$ cat src/rtl/etc_pkg.sv
`default_nettype none

package etc_pkg;

  localparam logic [1:0] CMD_WRITE_TENSOR  = 2'd0;
  localparam logic [1:0] CMD_WRITE_OPERAND = 2'd1;
  localparam logic [1:0] CMD_CONTRACT      = 2'd2;
  localparam logic [1:0] CMD_JACOBIAN      = 2'd3;

  typedef struct packed {
    logic        [1:0]  command;
    logic        [1:0]  idx_first;
    logic        [1:0]  idx_second;
    logic        [1:0]  idx_third;
    logic        [1:0]  idx_fourth;
    logic signed [31:0] entry_value;
    logic signed [31:0] test_grad_x;
    logic signed [31:0] test_grad_y;
    logic signed [31:0] test_grad_z;
    logic signed [31:0] shape_grad_x;
    logic signed [31:0] shape_grad_y;
    logic signed [31:0] shape_grad_z;
  } request_t;

  typedef struct packed {
    logic signed [31:0] result_value;
    logic        [1:0]  result_row;
    logic        [1:0]  result_col;
    logic               last;
  } result_t;

  // store write controls
  typedef struct packed {
    logic               tensor_we;
    logic               operand_we;
    logic signed [31:0] value;
  } store_write_t;

  // one multiply-accumulate term, issued alongside the store read
  typedef struct packed {
    logic               valid;
    logic               first;
    logic               group_end;
    logic               final_term;
    logic               jac;
    logic               add;
    logic        [1:0]  row;
    logic        [1:0]  col;
    logic signed [31:0] shape;
    logic signed [31:0] test;
  } issue_t;

endpackage

`default_nettype wire

$ cat src/rtl/etc_seq.sv
`default_nettype none

module etc_seq #(
  parameter  int DIM    = 3,
  localparam int TDEPTH = DIM * DIM * DIM * DIM,
  localparam int ODEPTH = DIM * DIM,
  localparam int TAW    = (TDEPTH > 1) ? $clog2(TDEPTH) : 1,
  localparam int OAW    = (ODEPTH > 1) ? $clog2(ODEPTH) : 1
) (
  input  wire                       clk,
  input  wire                       rst,
  input  wire                       start,
  input  etc_pkg::request_t         request,
  input  wire                       finishing,
  output logic                      busy,
  output etc_pkg::store_write_t     wr,
  output logic [TAW-1:0]            t_waddr,
  output logic [OAW-1:0]            o_waddr,
  output logic [TAW-1:0]            t_raddr,
  output logic [OAW-1:0]            o_raddr,
  output etc_pkg::issue_t           issue
);

  localparam logic [1:0] LAST = 2'(DIM - 1);

  typedef enum logic [2:0] {
    S_IDLE  = 3'b001,
    S_RUN   = 3'b010,
    S_DRAIN = 3'b100
  } state_t;

  state_t state, state_next;

  logic               jac;
  logic               range_ok;
  logic [1:0]         ri, rk;
  logic [1:0]         o1, o2, n1, n2;
  logic signed [31:0] tg_x, tg_y, tg_z, sg_x, sg_y, sg_z;

  logic       accept, compute_cmd, final_term, group_end;
  logic [1:0] x0, x1, x2, x3;

  function automatic logic in_range(input logic [1:0] v);
    return {1'b0, v} < 3'(DIM);
  endfunction

  function automatic logic [TAW-1:0] t_index(input logic [1:0] a, input logic [1:0] b,
                                             input logic [1:0] c, input logic [1:0] d);
    return TAW'(((int'(a) * DIM + int'(b)) * DIM + int'(c)) * DIM + int'(d));
  endfunction

  function automatic logic [OAW-1:0] o_index(input logic [1:0] c, input logic [1:0] d);
    return OAW'(int'(c) * DIM + int'(d));
  endfunction

  function automatic logic signed [31:0] grad_pick(input logic signed [31:0] x,
                                                   input logic signed [31:0] y,
                                                   input logic signed [31:0] z,
                                                   input logic [1:0] sel);
    logic signed [31:0] r;
    unique case (sel)
      2'd0:    r = x;
      2'd1:    r = y;
      2'd2:    r = z;
      default: r = '0;
    endcase
    return r;
  endfunction

  assign busy        = (state != S_IDLE);
  assign accept      = start && !busy;
  assign compute_cmd = (request.command == etc_pkg::CMD_CONTRACT) ||
                       (request.command == etc_pkg::CMD_JACOBIAN);

  // write commands complete in the transfer cycle
  always_comb begin
    wr.value      = request.entry_value;
    wr.tensor_we  = accept && (request.command == etc_pkg::CMD_WRITE_TENSOR) &&
                    in_range(request.idx_first) && in_range(request.idx_second) &&
                    in_range(request.idx_third) && in_range(request.idx_fourth);
    wr.operand_we = accept && (request.command == etc_pkg::CMD_WRITE_OPERAND) &&
                    in_range(request.idx_third) && in_range(request.idx_fourth);
    t_waddr = t_index(request.idx_first, request.idx_second,
                      request.idx_third, request.idx_fourth);
    o_waddr = o_index(request.idx_third, request.idx_fourth);
  end

  assign group_end  = (n1 == LAST) && (n2 == LAST);
  assign final_term = group_end && (jac || ((o1 == LAST) && (o2 == LAST)));

  always_comb begin
    state_next = state;
    unique case (state)
      S_IDLE: begin
        if (accept && compute_cmd) begin
          state_next = S_RUN;
        end
      end
      S_RUN: begin
        if (final_term) begin
          state_next = S_DRAIN;
        end
      end
      S_DRAIN: begin
        if (finishing) begin
          state_next = S_IDLE;
        end
      end
      default: state_next = S_IDLE;
    endcase
  end

  always_ff @(posedge clk) begin
    if (rst) begin
      state <= S_IDLE;
    end else begin
      state <= state_next;
    end
  end

  always_ff @(posedge clk) begin
    if (accept && compute_cmd) begin
      jac      <= (request.command == etc_pkg::CMD_JACOBIAN);
      ri       <= request.idx_first;
      rk       <= request.idx_third;
      range_ok <= in_range(request.idx_first) && in_range(request.idx_third);
      tg_x     <= request.test_grad_x;
      tg_y     <= request.test_grad_y;
      tg_z     <= request.test_grad_z;
      sg_x     <= request.shape_grad_x;
      sg_y     <= request.shape_grad_y;
      sg_z     <= request.shape_grad_z;
      o1       <= '0;
      o2       <= '0;
      n1       <= '0;
      n2       <= '0;
    end else if (state == S_RUN) begin
      if (n2 != LAST) begin
        n2 <= n2 + 2'd1;
      end else begin
        n2 <= '0;
        if (n1 != LAST) begin
          n1 <= n1 + 2'd1;
        end else begin
          n1 <= '0;
          if (o2 != LAST) begin
            o2 <= o2 + 2'd1;
          end else begin
            o2 <= '0;
            o1 <= o1 + 2'd1;
          end
        end
      end
    end
  end

  // contract walks (o1,o2,n1,n2); jacobian walks (i,n1,k,n2)
  always_comb begin
    if (jac) begin
      x0 = range_ok ? ri : 2'd0;
      x1 = n1;
      x2 = range_ok ? rk : 2'd0;
      x3 = n2;
    end else begin
      x0 = o1;
      x1 = o2;
      x2 = n1;
      x3 = n2;
    end
    t_raddr = t_index(x0, x1, x2, x3);
    o_raddr = o_index(n1, n2);
  end

  always_comb begin
    issue.valid      = (state == S_RUN);
    issue.first      = (n1 == 2'd0) && (n2 == 2'd0);
    issue.group_end  = group_end;
    issue.final_term = final_term;
    issue.jac        = jac;
    issue.add        = !jac || range_ok;
    issue.row        = jac ? ri : o1;
    issue.col        = jac ? rk : o2;
    issue.shape      = grad_pick(sg_x, sg_y, sg_z, n2);
    issue.test       = grad_pick(tg_x, tg_y, tg_z, n1);
  end

endmodule

`default_nettype wire

$ cat config.mk
export PLATFORM = sky130hd
export DESIGN_NAME = etc_seq
export DESIGN_NICKNAME = d
export VERILOG_FILES = /design/src/rtl/etc_pkg.sv /design/src/rtl/etc_seq.sv
export SDC_FILE = /design/constraint.sdc
export NUM_CORES = 1
export LEC_CHECK = 0
export BUFFER_PORTS_ARGS = -buffer_cell sky130_fd_sc_hd__buf_2
export CAP_MARGIN = 20
export CORE_MARGIN = 4
export CORE_UTILIZATION = 40
export DETAILED_ROUTE_END_ITERATION = 7
export PLACE_DENSITY = 0.7
export SKIP_CTS_REPAIR_TIMING = 1
export SLEW_MARGIN = 20
export SYNTH_ARGS = -nofsm -noshare
export SYNTH_HDL_FRONTEND = slang
export SYNTH_SLANG_ARGS = --single-unit
$ cat constraint.sdc
create_clock -name clk -period 7.15 [get_ports clk]
set_input_delay 0 -clock clk [delete_from_list [all_inputs] [get_ports clk]]
set_output_delay 0 -clock clk [all_outputs]
set_load 0.01 [all_outputs]
======== Word-level counts from Yosys, hierarchy flattened ========
Cells that the tools add are included.
cells by class
  order comparisons ....................... 4
  bitwise gates (word level) .............. 3
  equal/unequal tests ..................... 19
  reduce and logical (&&, ||, !) cells .... 27
  $add $sub $neg .......................... 12
  muxes and demuxes ....................... 16
  multipliers ............................. 8
operators with widths
  kind                   number
  $pmux W32 S3           2
  $mux W2                10
  $add A7 B2 Y8          2
  $mul A2 B2 Y4 const B  4
  $mul A8 B2 Y7 const B  2
  $logic_and A1 B1 Y1    15
  $add A7 B2 Y7          2
  $mul A5 B2 Y7 const B  2
  $eq A2 B2 Y1 const B   6
  $add A4 B2 Y5          2
  $ne A2 B2 Y1 const B   5
  $mux W3                3
  $pmux W3 S3            1
  $add A2 B1 Y2 const B  4
  $add A4 B2 Y4          2
  $lt A2 B2 Y1 const B   4
  $eq A2 B1 Y1 const B   3
  $logic_not A2 Y1       3
  $reduce_and A3 Y1      2
  $reduce_and A4 Y1      1
  $eq A3 B1 Y1 const B   1
  $eq A3 B2 Y1 const B   1
  $eq A3 B3 Y1 const B   1
  $logic_or A1 B1 Y1     3
  other kinds (5)        8
storage, ports and cells
  word-level logic and storage cells ...... 104
  input bits .............................. 238
  output and inout port bits .............. 131
  register bits ........................... 209

======== Logic depth before layout (Yosys ltp) ========
Gate-level depths: netlist (run 1).
  word-level depth ........................ 8
  gate-level depth with buffers ........... 21
  gate-level depth less buffers ........... 19

======== Worst setup path before layout (run 1) ========
Ideal clock, no wire load.
  path kind ............................... reg-to-reg
  from .................................... register state[2]
  to ...................................... register state[0]
  setup time .............................. 0.118 ns
  buffers on the path ..................... 1
  path slack .............................. 0.263 ns
  arrival time ............................ 6.769 ns
  clock period less this slack ............ 6.887 ns
  stages on the path, launching flop included .. 6
  required time ........................... 7.032 ns
  cell sequence ........................... dfxtp_1 nor2_1 and4_1 clkbuf_1 inv_1 a31o_2
on the way
  cells in the longest elaborated chain, start to end .. 6
  elaborated cells between the ends (all ways) .. 12
  those cells by class .................... eq/ne (7); mux (1); reduce/logical (4)
RTL lines
  what                                RTL line        source
  from (decl)                         etc_seq.sv:32   state_t state, state_next;
  from (signal assigned)              etc_seq.sv:117  state <= state_next;
  $ne A3 B1 Y1                        etc_seq.sv:70   assign busy = (state != S_IDLE);
  $logic_not A1 Y1                    etc_seq.sv:71   assign accept = start && !busy;
  $logic_and A1 B1 Y1                 etc_seq.sv:71
  $logic_and A1 B1 Y1                 etc_seq.sv:95   if (accept && compute_cmd) begin
  $ne A2 B2 Y1 (no source line)       n/a
  $reduce_and A3 Y1 (no source line)  n/a
Parallel ways exist; a longest one is shown, timed or not.
A chain may end at the register's enable or synchronous reset.

======== Worst setup path in the final report (run 1) ========
  from .................................... register jac
  to ...................................... output t_raddr[6]
on the way
  cells in the longest elaborated chain, start to end .. 7
  elaborated cells between the ends (all ways) .. 9
  those cells by class .................... add/sub (3); mul (3); mux (3)
RTL lines
  what                    RTL line        source
  from (decl)             etc_seq.sv:34   logic jac;
  from (signal assigned)  etc_seq.sv:123  jac <= (request.command == etc_pkg::CMD_JACOBIAN);
  $mux W2                 etc_seq.sv:159  if (jac) begin
  $mul A2 B2 Y4           etc_seq.sv:49   return TAW'(((int'(a) * DIM + int'(b)) * DIM + int'(c)) * DIM + int'(d));
  $add A4 B2 Y5           etc_seq.sv:49
  $mul A5 B2 Y7           etc_seq.sv:49
  $add A7 B2 Y8 (*)       etc_seq.sv:49
  $mul A8 B2 Y7 (*)       etc_seq.sv:49
  $add A7 B2 Y7 (*)       etc_seq.sv:49
  to (decl)               etc_seq.sv:19   output logic [TAW-1:0] t_raddr,
Mark *: on every way between the ends. The rest lies on a longest branch, timed or not.

==> results of run 1 <==
-- per-layer routing --
metal | up-vias | global-route usage
met3 | 56 | 0.0538
li1 | 3336 | -
met4 | 0 | 0.0384
met5 | - | 0
met1 | 3462 | 0.194
met2 | 416 | 0.314
-- synthesized netlist by cell type, types with 2 or more instances --
master    number  area, um2
nand2_1       54        203
a21oi_1       17       85.1
a222oi_1      32        320
inv_1         41        154
nand3_1        6       30.0
nand2b_1       8       50.1
buf_4         35        263
a211oi_1       3       22.5
o21ai_0       38        190
nor2_1        40        150
a21o_1         6       45.0
dfxtp_1       11        220
o21bai_1       3       22.5
nor3_1         2       10.0
fa_1          16        320
clkbuf_1      23       86.3
nor2b_1        2       12.5
ha_1          49        613
nand3b_1       2       15.0
mux2i_1       32        320
buf_2          5       25.0
edfxtp_1     198       5950
xnor2_1       11       96.3
xor2_1         2       17.5
nor3b_1        3       22.5
-- cell families (layout without fill, tap and decap cells) --
group                    after synthesis  after routing  synth area share
flip-flops                           209            209             0.659
AO/OA/AOI/OAI                        105            105            0.0782
multiplexers                          32             32            0.0342
AND/OR/NAND/NOR                      123            123            0.0592
XOR/XNOR                              13             13            0.0122
other                                  0              1                 0
adder cells (fa/ha/maj)               65             65            0.0997
buffers and inverters                106            596            0.0580
-- power groups by stage --
stage / sequential (uW) / combinational [uW] / clock (uW)
2_1_floorplan: 1460 / 433 / 0
3_3_place_gp: 1450 / 651 / 0
3_5_place_dp: 1450 / 662 / 0
4_1_cts: 1430 / 665 / 1280
5_1_grt: 1430 / 839 / 1340
6_report: 1430 / 750 / 1260
-- path summary, 6_finish.rpt --
path / to / depth (start not counted) / slack [ns] / from
worst max-delay path: t_raddr[6] / 20 / 1.97 / jac
worst min-delay path: wr[16] / 0 / 0.00006 / request[208]
worst max register to register: sg_x[14] / 3 / 4.43 / state[2]
worst min register to register: state[1] / 1 / 0.49 / state[2]
-- worst max-delay path, stage by stage (launching register included) --
cell	delay (ns)
edfxtp_1	0.64
nand2b_1	0.20
nand2_1	0.10
fa_1	0.55
ha_1	0.14
inv_1	0.05
fa_1	0.53
inv_1	0.06
ha_1	0.32
ha_1	0.30
a21o_1	0.16
a21oi_1	0.17
xnor2_1	0.16
inv_1	0.06
ha_1	0.28
ha_1	0.34
o21ai_0	0.11
o21bai_1	0.09
a21oi_1	0.17
xnor2_1	0.13
buf_2	0.14
-- cell type report --
| type | instances | area [um2] |
|---|---|---|
| Antenna cell | 1 | 2.50 |
| Clock buffer | 23 | 576 |
| Clock inverter | 18 | 229 |
| Fill cell | 1741 | 9070 |
| Inverter | 41 | 154 |
| Multi-Input combinational cell | 338 | 2660 |
| Sequential cell | 209 | 6170 |
| Tap cell | 313 | 392 |
| Timing Repair Buffer | 514 | 3600 |
-- sequential cells by signal (all words and copies together) (netlist names), 3 cells and up --
name / count
state: 3
tg_z: 32
sg_y: 32
tg_x: 32
sg_z: 32
sg_x: 32
tg_y: 32
-- stage by stage --
step           utilization  setup WS, ns
2_1_floorplan            -         0.263
3_3_place_gp         0.480          2.60
3_5_place_dp         0.480          2.50
4_1_cts              0.515          1.93
5_1_grt              0.603          1.60
6_report             0.603          1.97
==> metrics.yaml, run 1 <==
cts_root_buf: "clkbuf_16"
grt_max_degree: 80
cts_tree: "done"
power_density_mw_per_mm2: 249
hold_viol_final: 0
cts_num_sinks: 209
syn_inst: 653
cts_buffers: 23
die_h_um: 161
max_freq_mhz: 193
layout.cell_area.non_filler_mm2: 0.0138
die-area_mm2: 0.0259
ys_seq_elements: 209
gp_congestion: 0.757
grt_util_all_layers: 0.171
synthDistinctLibCells: 39
ir_worst_vdd_v: 0.000221
start_util: 0.410
first_iter_violations: 563
antenna_left: 0
combPwrFrac: 0.218
cp_max_fo: 19
syn_area_per_cell_um2: 14.3
ys_async_sr_fraction: 0
endpoint_kind: "primary output"
coreArea_mm2: 0.0228
final_common_cell: "buf_2"
status: "completed"
worst_setup_path_start_kind: "register"
total_power_uw: 3440
slew_violations: 0
post_drt_wl_per_cell_um: 19.4
finClkSkew_ns: 0.00785
dp_cells: 1214
gr-total-overflow: 0
finalNetCount: 1430
netSwitchingPower_uw: 883
p_leak_uw: 0.00578
cp.required_ns: 7.15
whs_ns: 0.0000560
seq_area_frac_synth: 0.659
cts.htree.levels: 1
synth-edff-count: 198
slew_headroom: 0.310
grt_pass1_wl_mm: 35.0
num_rows: 55
ys.flop_type: "edfxtp_1"
drive_gt1_frac: 0.312
p_clk_frac: 0.366
io_buffers: 304
cap_violations: 0
clkTransAtPathRegs_ns: 0.06
dr_total_vias: 7270
hp-class: "input port to primary output"
ys.warnings.count: 0
switching_share: 0.257
drt_wl_total_mm: 28.2
pin_count: 369
clk_path_buf_depth: 3
wl_met3_mm: 2.36
worstMarginPinSlew_ns: 1.04
grt_pass1_vias: 6392
criticalPathCategory: "register to primary output"
antenna_found_initial: 1
crit_arrival_ns: 5.18
dpl.hpwl_mm: 16.5
period_needed_ns: 5.18
setup_viol: 0
synth_fp_nets: 956
fin_crit_sh: 0.725
place_area_mm2: 0.0110
viasPerCell: 4.99
synth_area_mm2: 0.00936
internal-power_uw: 2550
route.detailed.drc: 0
wl_met1_mm: 10.4
syn_to_final_growth_pct: 47.2
clkLatencyLatePin_ns: 0.50
die_w_um: 161
mostFrequentLayoutCells: "buf_2 (304), dlygate4sd3_1 (201), edfxtp_1 (198)"
wl_met2_mm: 14.7
final_cells: 1457
seq_power_share: 0.416
top_layer: "met4"
first_pass_iters: 6
rsz0062_at_grt: "no"
fin_setup_tns_ns: 0
Note: power is estimated with default switching activity, not from simulation.
==> run 2, diff against run 1 <==
--- a/config.mk
+++ b/config.mk
@@ -5,12 +5,13 @@
 export SDC_FILE = /design/constraint.sdc
 export NUM_CORES = 1
 export LEC_CHECK = 0
+export ABC_AREA = 1
 export BUFFER_PORTS_ARGS = -buffer_cell sky130_fd_sc_hd__buf_2
 export CAP_MARGIN = 20
 export CORE_MARGIN = 4
 export CORE_UTILIZATION = 40
 export DETAILED_ROUTE_END_ITERATION = 7
-export PLACE_DENSITY = 0.7
+export PLACE_DENSITY = 0.67
 export SKIP_CTS_REPAIR_TIMING = 1
 export SLEW_MARGIN = 20
 export SYNTH_ARGS = -nofsm -noshare
==> constraint.sdc (replaced) <==
create_clock -name clk -period 5.3 [get_ports clk]
set_input_delay 0 -clock clk [delete_from_list [all_inputs] [get_ports clk]]
set_output_delay 0 -clock clk [all_outputs]
set_load 0.01 [all_outputs]
==> run 2 against run 1 <==
Net effect:
- combinational power grew 89%
- critical path type unchanged
- total power rose by 44%
- cell count up 14%
- count of clock-buffer cells in the layout increased by 4
- via count rose by 8.7%
- sequential share of layout area decreased by 0.74 points
==> metrics.yaml, run 2 <==
drive_gt1_frac: 0.270  # was 0.312
dpl.hpwl_mm: 17.7  # was 16.5 mm
cts_num_sinks: 209  # unchanged
seq_power_share: 0.417  # was 0.416
syn_to_final_growth_pct: 44.5  # was 47.2%
setup_viol: 0  # unchanged
fin_setup_tns_ns: 0  # unchanged
clk_path_buf_depth: 3  # unchanged
gr-total-overflow: 0  # unchanged
crit_arrival_ns: 4.83  # was 5.18 ns
cap_violations: 0  # unchanged
die_w_um: 164  # was 161 um
ys_async_sr_fraction: 0  # unchanged
finClkSkew_ns: 0.0185  # was 0.00785 ns
viasPerCell: 4.76  # was 4.99
cts.htree.levels: 1  # unchanged
worstMarginPinSlew_ns: 0.710  # was 1.04 ns
syn_area_per_cell_um2: 11.4  # was 14.3 um2
clkTransAtPathRegs_ns: 0.05  # was 0.06 ns
max_stage_delay_ns: 0.47  # was 0.64 ns
combPwrFrac: 0.288  # was 0.218
first_pass_iters: 5  # was 6
syn_inst: 847  # was 653
synth_most_common_cell: "nand2_1"  # was edfxtp_1
power_density_mw_per_mm2: 352  # was 249 mW/mm2
ys.flop_type: "edfxtp_1"  # unchanged
yosysTopAreaCellShare: 0.613  # was 0.635
finalNetCount: 1627  # was 1,430
yosys-top-cells-area: "edfxtp_1 (61%), nand2_1 (8.7%), ha_1 (6.3%)"  # was edfxtp_1 (64%), ha_1 (6.5%), a222oi_1 (3.4%)
netSwitchingPower_uw: 1470  # was 883 uW
mostFrequentLayoutCells: "buf_2 (304), nand2_1 (226), dlygate4sd3_1 (200)"  # was buf_2 (304), dlygate4sd3_1 (201), edfxtp_1 (198)
coreArea_mm2: 0.0237  # was 0.0228 mm2
ir_worst_vdd_v: 0.000327  # was 0.000221 V
grt_util_all_layers: 0.170  # was 0.171
p_leak_uw: 0.00634  # was 0.00578 uW
slew_headroom: 0.526  # was 0.310
synth_common_cells: "nand2_1 (226), edfxtp_1 (198), nand3_1 (107)"  # was edfxtp_1 (198), nand2_1 (54), ha_1 (49)
die_h_um: 164  # was 161 um
io_buffers: 304  # unchanged
ys_seq_elements: 209  # unchanged
ys.warnings.count: 0  # unchanged
internal-power_uw: 3470  # was 2550 uW
synth_fp_nets: 1150  # was 956
crit_family: "adder cells"  # unchanged
worst_setup_path_start_kind: "register"  # unchanged
cts_tree: "done"  # unchanged
dp_slack_ns: 0.851  # was 2.50 ns
antenna_found_initial: 0  # was 1
criticalPathCategory: "register to primary output"  # unchanged
pin_count: 369  # unchanged
grt_pass1_vias: 6789  # was 6,392
fin_crit_sh: 0.912
endpoint_kind: "primary output"  # unchanged
antenna_left: 0  # unchanged
final_common_cell: "buf_2"  # unchanged
path_buf_inv: 6  # was 4
p_clk_frac: 0.295  # was 0.366
switching_share: 0.298  # was 0.257
layout.cell_area.non_filler_mm2: 0.0140  # was 0.0138 mm2
setup_slack_ns: 0.468  # was 1.97 ns
total_power_uw: 4940  # was 3440 uW
synth.largest_area_cell: "edfxtp_1"  # unchanged
num_rows: 56  # was 55
grt_pass1_wl_mm: 35.8  # was 35.0 mm
worstPathCellList: "inv_1, nand2_1, o21ai_0, fa_1, ha_1, inv_1, fa_1, ha_1, inv_1, ha_1, a21oi_1, nand2_1, xor2_1, inv_1, ha_1, inv_1, ha_1, a21oi_1, nand3_1, xor2_1, buf_2"  # was nand2b_1, nand2_1, fa_1, ha_1, inv_1, fa_1, inv_1, ha_1, ha_1, a21o_1, a21oi_1, xnor2_1, inv_1, ha_1, ha_1, o21ai_0, o21bai_1, a21oi_1, xnor2_1, buf_2
status: "completed"  # unchanged
drt_wl_total_mm: 28.0  # was 28.2 mm
synth-edff-count: 198  # unchanged
grt_max_degree: 69  # was 80
gp_congestion: 0.843  # was 0.757
dr_total_vias: 7900  # was 7,270
first_iter_violations: 501  # was 563
cts_root_buf: "clkbuf_16"  # unchanged
synthDistinctLibCells: 28  # was 39
max_freq_mhz: 207
slowest_stage: "edfxtp_1"  # unchanged
start_util: 0.409  # was 0.410
die-area_mm2: 0.0268  # was 0.0259 mm2
cts_buffers: 23  # unchanged
cp_max_fo: 7  # was 19
hp-class: "input port to primary output"  # unchanged
seq_area_frac_synth: 0.636  # was 0.659
cp.required_ns: 5.30  # was 7.15 ns
place_area_mm2: 0.0113  # was 0.0110 mm2
route.detailed.drc: 0  # unchanged
hold_viol_final: 0  # unchanged
rsz0062_at_grt: "no"  # unchanged
slew_violations: 0  # unchanged
post_drt_wl_per_cell_um: 16.9  # was 19.4 um
clkLatencyLatePin_ns: 0.50  # about the same
synth_area_mm2: 0.00970  # was 0.00936 mm2
period_needed_ns: 4.83
run 2: layout make-up:
class | count | area, um2
clock inverters | 14 | 93.8
multi-input cells | 476 | 2770
diodes | 2 | 5.00
clock buffers | 27 | 591
fillers | 1832 | 9670
flip-flops and latches | 209 | 6170
well taps | 319 | 399
inverters | 98 | 373
repair buffers | 516 | 3610
run 2: power by group through the flow:
stage               clock network [uW]  logic [uW]  registers (uW)
floorplan                            0         836            2090
global route                      1560        1580            2070
global placement                     0        1280            2090
detailed placement                   0        1310            2090
finish                            1460        1420            2060
CTS                               1490        1310            2060
run 2: cell families after synthesis:
family,count (synthesis),share of synthesized area
compound gates,39,0.0214
fa+ha+maj,65,0.0963
buf+inv,162,0.0781
flops,209,0.636
xor+xnor,12,0.0108
simple gates,360,0.157
run 2: layer usage:
| layer | up-vias | track usage | part of all wire | routed length [um] |
|---|---|---|---|---|
| met5 | - | 0 | 0 | 0 |
| met4 | 0 | 0.0454 | 0.028 | 776 |
| met3 | 60 | 0.0585 | 0.082 | 2310 |
| met2 | 333 | 0.300 | 0.51 | 14200 |
| met1 | 3729 | 0.198 | 0.38 | 10700 |
| li1 | 3778 | - | - | - |
run 2: worst paths after layout:
path,from,end,slack (ns),cells past startpoint
setup / recovery,jac,t_raddr[6],0.47,21
hold / removal,request[202],wr[10],0.00002,0
setup reg to reg,state[0],sg_x[5],2.71,5
hold reg to reg,o1[0],o1[0],0.52,2
run 2: worst register-to-register path, stage by stage, from the launching register on:
cell and delay (ns):
dfxtp_1 0.38, nand3_2 0.13, nor2_2 0.16, nand2_1 0.29
clkinv_4 0.57, buf_4 0.68
run 2: stage by stage:
step,cells,utilization,hold slack (ns)
floorplan,847,-,0.0529
global placement,1415,0.477,0.0000686
detailed placement,1415,0.477,0.0000686
CTS,1456,0.506,-0.359
global route,1659,0.591,0.0000482
finish,1661,0.592,0.0000219
==> run 3, diff against run 2 <==
--- a/config.mk
+++ b/config.mk
@@ -7,11 +7,12 @@
 export LEC_CHECK = 0
 export ABC_AREA = 1
 export BUFFER_PORTS_ARGS = -buffer_cell sky130_fd_sc_hd__buf_2
-export CAP_MARGIN = 20
+export CAP_MARGIN = 30
 export CORE_MARGIN = 4
 export CORE_UTILIZATION = 40
 export DETAILED_ROUTE_END_ITERATION = 7
 export PLACE_DENSITY = 0.67
+export REMOVE_ABC_BUFFERS = 1
 export SKIP_CTS_REPAIR_TIMING = 1
 export SLEW_MARGIN = 20
 export SYNTH_ARGS = -nofsm -noshare
==> run 3 against run 2 <==
Net effect:
- clock skew fell by 0.0053 ns
- sequential share of layout area barely moved
- total power fell by 1.2%
- core utilization barely moved
- register-to-register slack got worse by 0.02 ns
- non-clock buffer count did not move
- sequential power barely moved
- first-iteration DRC count rose by 30%
- maximum frequency fell by 3.2%
- hold slack barely moved
- die area did not move
- flip-flop and latch count did not move
==> metrics.yaml, run 3 (synthesis gave the netlist of run 2 again) <==
status: "completed"  # unchanged
grt_max_degree: 104  # was 69
post_drt_wl_per_cell_um: 17.7  # was 16.9 um
slew_violations: 0  # unchanged
drive_gt1_frac: 0.272  # was 0.270
setup_viol: 0  # unchanged
min_path_cells: 0  # unchanged
hold_viol_final: 0  # unchanged
seq_power_share: 0.423  # was 0.417
cts.htree.levels: 1  # unchanged
reg2reg_depth: 5  # unchanged
grt_pass1_wl_mm: 36.3  # was 35.8 mm
die_w_um: 164  # unchanged
timing.rr.start: "state[0]"  # unchanged
worstMarginPinSlew_ns: 0.958  # was 0.710 ns
start_util: 0.409  # unchanged
clk_path_buf_depth: 3  # unchanged
cap_violations: 0  # unchanged
p_clk_frac: 0.290  # was 0.295
cp_max_fo: 5  # was 7
max_freq_mhz: 200  # was 207 MHz
crit_arrival_ns: 4.99  # was 4.83 ns
num_rows: 56  # unchanged
total_power_uw: 4880  # was 4940 uW
fin_crit_sh: 0.942  # was 0.912
criticalPathCategory: "register to primary output"  # unchanged
endpoint_kind: "primary output"  # unchanged
cts_tree: "done"  # unchanged
dr_total_vias: 8029  # was 7,900
gp_congestion: 0.838  # was 0.843
hp-class: "input port to primary output"  # unchanged
whs_ns: 0.0000843  # was 0.0000219 ns
clkLatencyLatePin_ns: 0.50  # about the same
worstPathCellList: "buf_4, nand2_1, o22ai_2, fa_1, ha_1, inv_1, fa_1, inv_1, ha_1, fa_1, xor2_1, ha_1, ha_1, a21o_1, a31oi_1, xnor2_1, buf_2"  # was inv_1, nand2_1, o21ai_0, fa_1, ha_1, inv_1, fa_1, ha_1, inv_1, ha_1, a21oi_1, nand2_1, xor2_1, inv_1, ha_1, inv_1, ha_1, a21oi_1, nand3_1, xor2_1, buf_2
fin_setup_tns_ns: 0  # unchanged
fill_cells: 1805  # was 1,832
slowest_stage: "fa_1"  # was edfxtp_1
viasPerCell: 4.83  # was 4.76
switching_share: 0.298  # about the same
max_stage_delay_ns: 0.56  # was 0.47 ns
period_needed_ns: 4.99  # was 4.83 ns
grt_pass1_vias: 6946  # was 6,789
cp.required_ns: 5.30  # about the same
dpl.hpwl_mm: 17.7  # about the same
final_common_cell: "buf_2"  # unchanged
finClkSkew_ns: 0.0132  # was 0.0185 ns
gr-total-overflow: 0  # unchanged
first_pass_iters: 5  # unchanged
io_buffers: 304  # unchanged
ir_worst_vdd_v: 0.000430  # was 0.000327 V
mostFrequentLayoutCells: "buf_2 (304), nand2_1 (226), dlygate4sd3_1 (200)"  # unchanged
setup_slack_ns: 0.309  # was 0.468 ns
p_leak_uw: 0.00634  # about the same
reg2reg_to: "tg_y[25]"  # was sg_x[5]
cts_num_sinks: 209  # unchanged
worst_setup_path_start_kind: "register"  # unchanged
first_iter_violations: 649  # was 501
power_density_mw_per_mm2: 348  # was 352 mW/mm2
slew_headroom: 0.361  # was 0.526
cts_buffers: 23  # unchanged
drt_wl_total_mm: 29.3  # was 28.0 mm
netSwitchingPower_uw: 1460  # was 1470 uW
path_common_cell: "ha_1"
coreArea_mm2: 0.0237  # unchanged
cts_root_buf: "clkbuf_16"  # unchanged
antenna_found_initial: 4  # was 0
die_h_um: 164  # unchanged
min-delay-start: "request[200]"  # was request[202]
grt_util_all_layers: 0.174  # was 0.170
hold_path_end: "wr[8]"  # was wr[10]
dp_slack_ns: 0.790  # was 0.851 ns
finalNetCount: 1627  # unchanged
combPwrFrac: 0.288  # about the same
clkTransAtPathRegs_ns: 0.06  # was 0.05 ns
pin_count: 369  # unchanged
die-area_mm2: 0.0268  # unchanged
r2r_setup_slack_ns: 2.69  # was 2.71 ns
route.detailed.drc: 0  # unchanged
antenna_left: 0  # unchanged
syn_to_final_growth_pct: 44.6  # was 44.5%
internal-power_uw: 3420  # was 3470 uW
[run 3: changes by cell type in the layout (fill, tap and decap cells not counted), sizes merged]
cell      before  now
clkinvlp       2    0
buf          315  316
bufinv         1    0
diode          2    5
[run 3: worst max-delay path by stage]
stage               start         end  slack, ns  depth (start not counted)
global placement      jac  t_raddr[4]       0.97                         17
detailed placement    jac  t_raddr[6]       0.79                         22
CTS                   jac  t_raddr[6]       0.23                         22
floorplan             jac  t_raddr[6]       1.15                         17
finish                jac  t_raddr[4]       0.31                         17
global route          jac  t_raddr[6]      -0.03                         23
[run 3: worst max-delay path, delay by kind of cell, from the launching register on]
family	cells	cell delay [ns]
buf+inv	4	0.43
compound gates	3	0.50
simple gates	1	0.09
xor+xnor	2	0.32
flops	1	0.46
fa+ha+maj	7	2.70
[run 3: stage by stage]
step / std cells / util / cell area (um2)
4_1_cts: 1452 / 0.505 / 11900
5_1_grt: 1661 / 0.592 / 14000
2_1_floorplan: 783 / - / 9310
3_3_place_gp: 1413 / 0.477 / 11300
6_report: 1662 / 0.592 / 14000
3_5_place_dp: 1413 / 0.477 / 11300
[run 3: per-layer routing]
| layer | up-vias | GRT usage | part of all wire |
|---|---|---|---|
| met1 | 3802 | 0.206 | 0.38 |
| met2 | 395 | 0.291 | 0.49 |
| met3 | 61 | 0.0773 | 0.096 |
| li1 | 3771 | - | - |
| met5 | - | 0.00379 | 0 |
| met4 | 0 | 0.0450 | 0.027 |
[run 3: cell type report]
type | count | area (um2) | area share
multi-input combinational | 476 | 2790 | 0.199
antenna | 5 | 12.5 | 0.000892
inverter | 98 | 373 | 0.0266
sequential | 209 | 6170 | 0.440
clock buffer | 28 | 594 | 0.0424
timing repair buffer | 516 | 3630 | 0.259
clock inverter | 11 | 57.6 | 0.00410
tap | 319 | 399 | 0.0285
[run 3: power groups by stage]
stage / Sequential (uW) / Combinational [uW] / Clock [uW]
6_report: 2060 / 1400 / 1410
5_1_grt: 2070 / 1570 / 1510
4_1_cts: 2060 / 1290 / 1450
3_5_place_dp: 2090 / 1280 / 0
3_3_place_gp: 2090 / 1260 / 0
2_1_floorplan: 2110 / 786 / 0
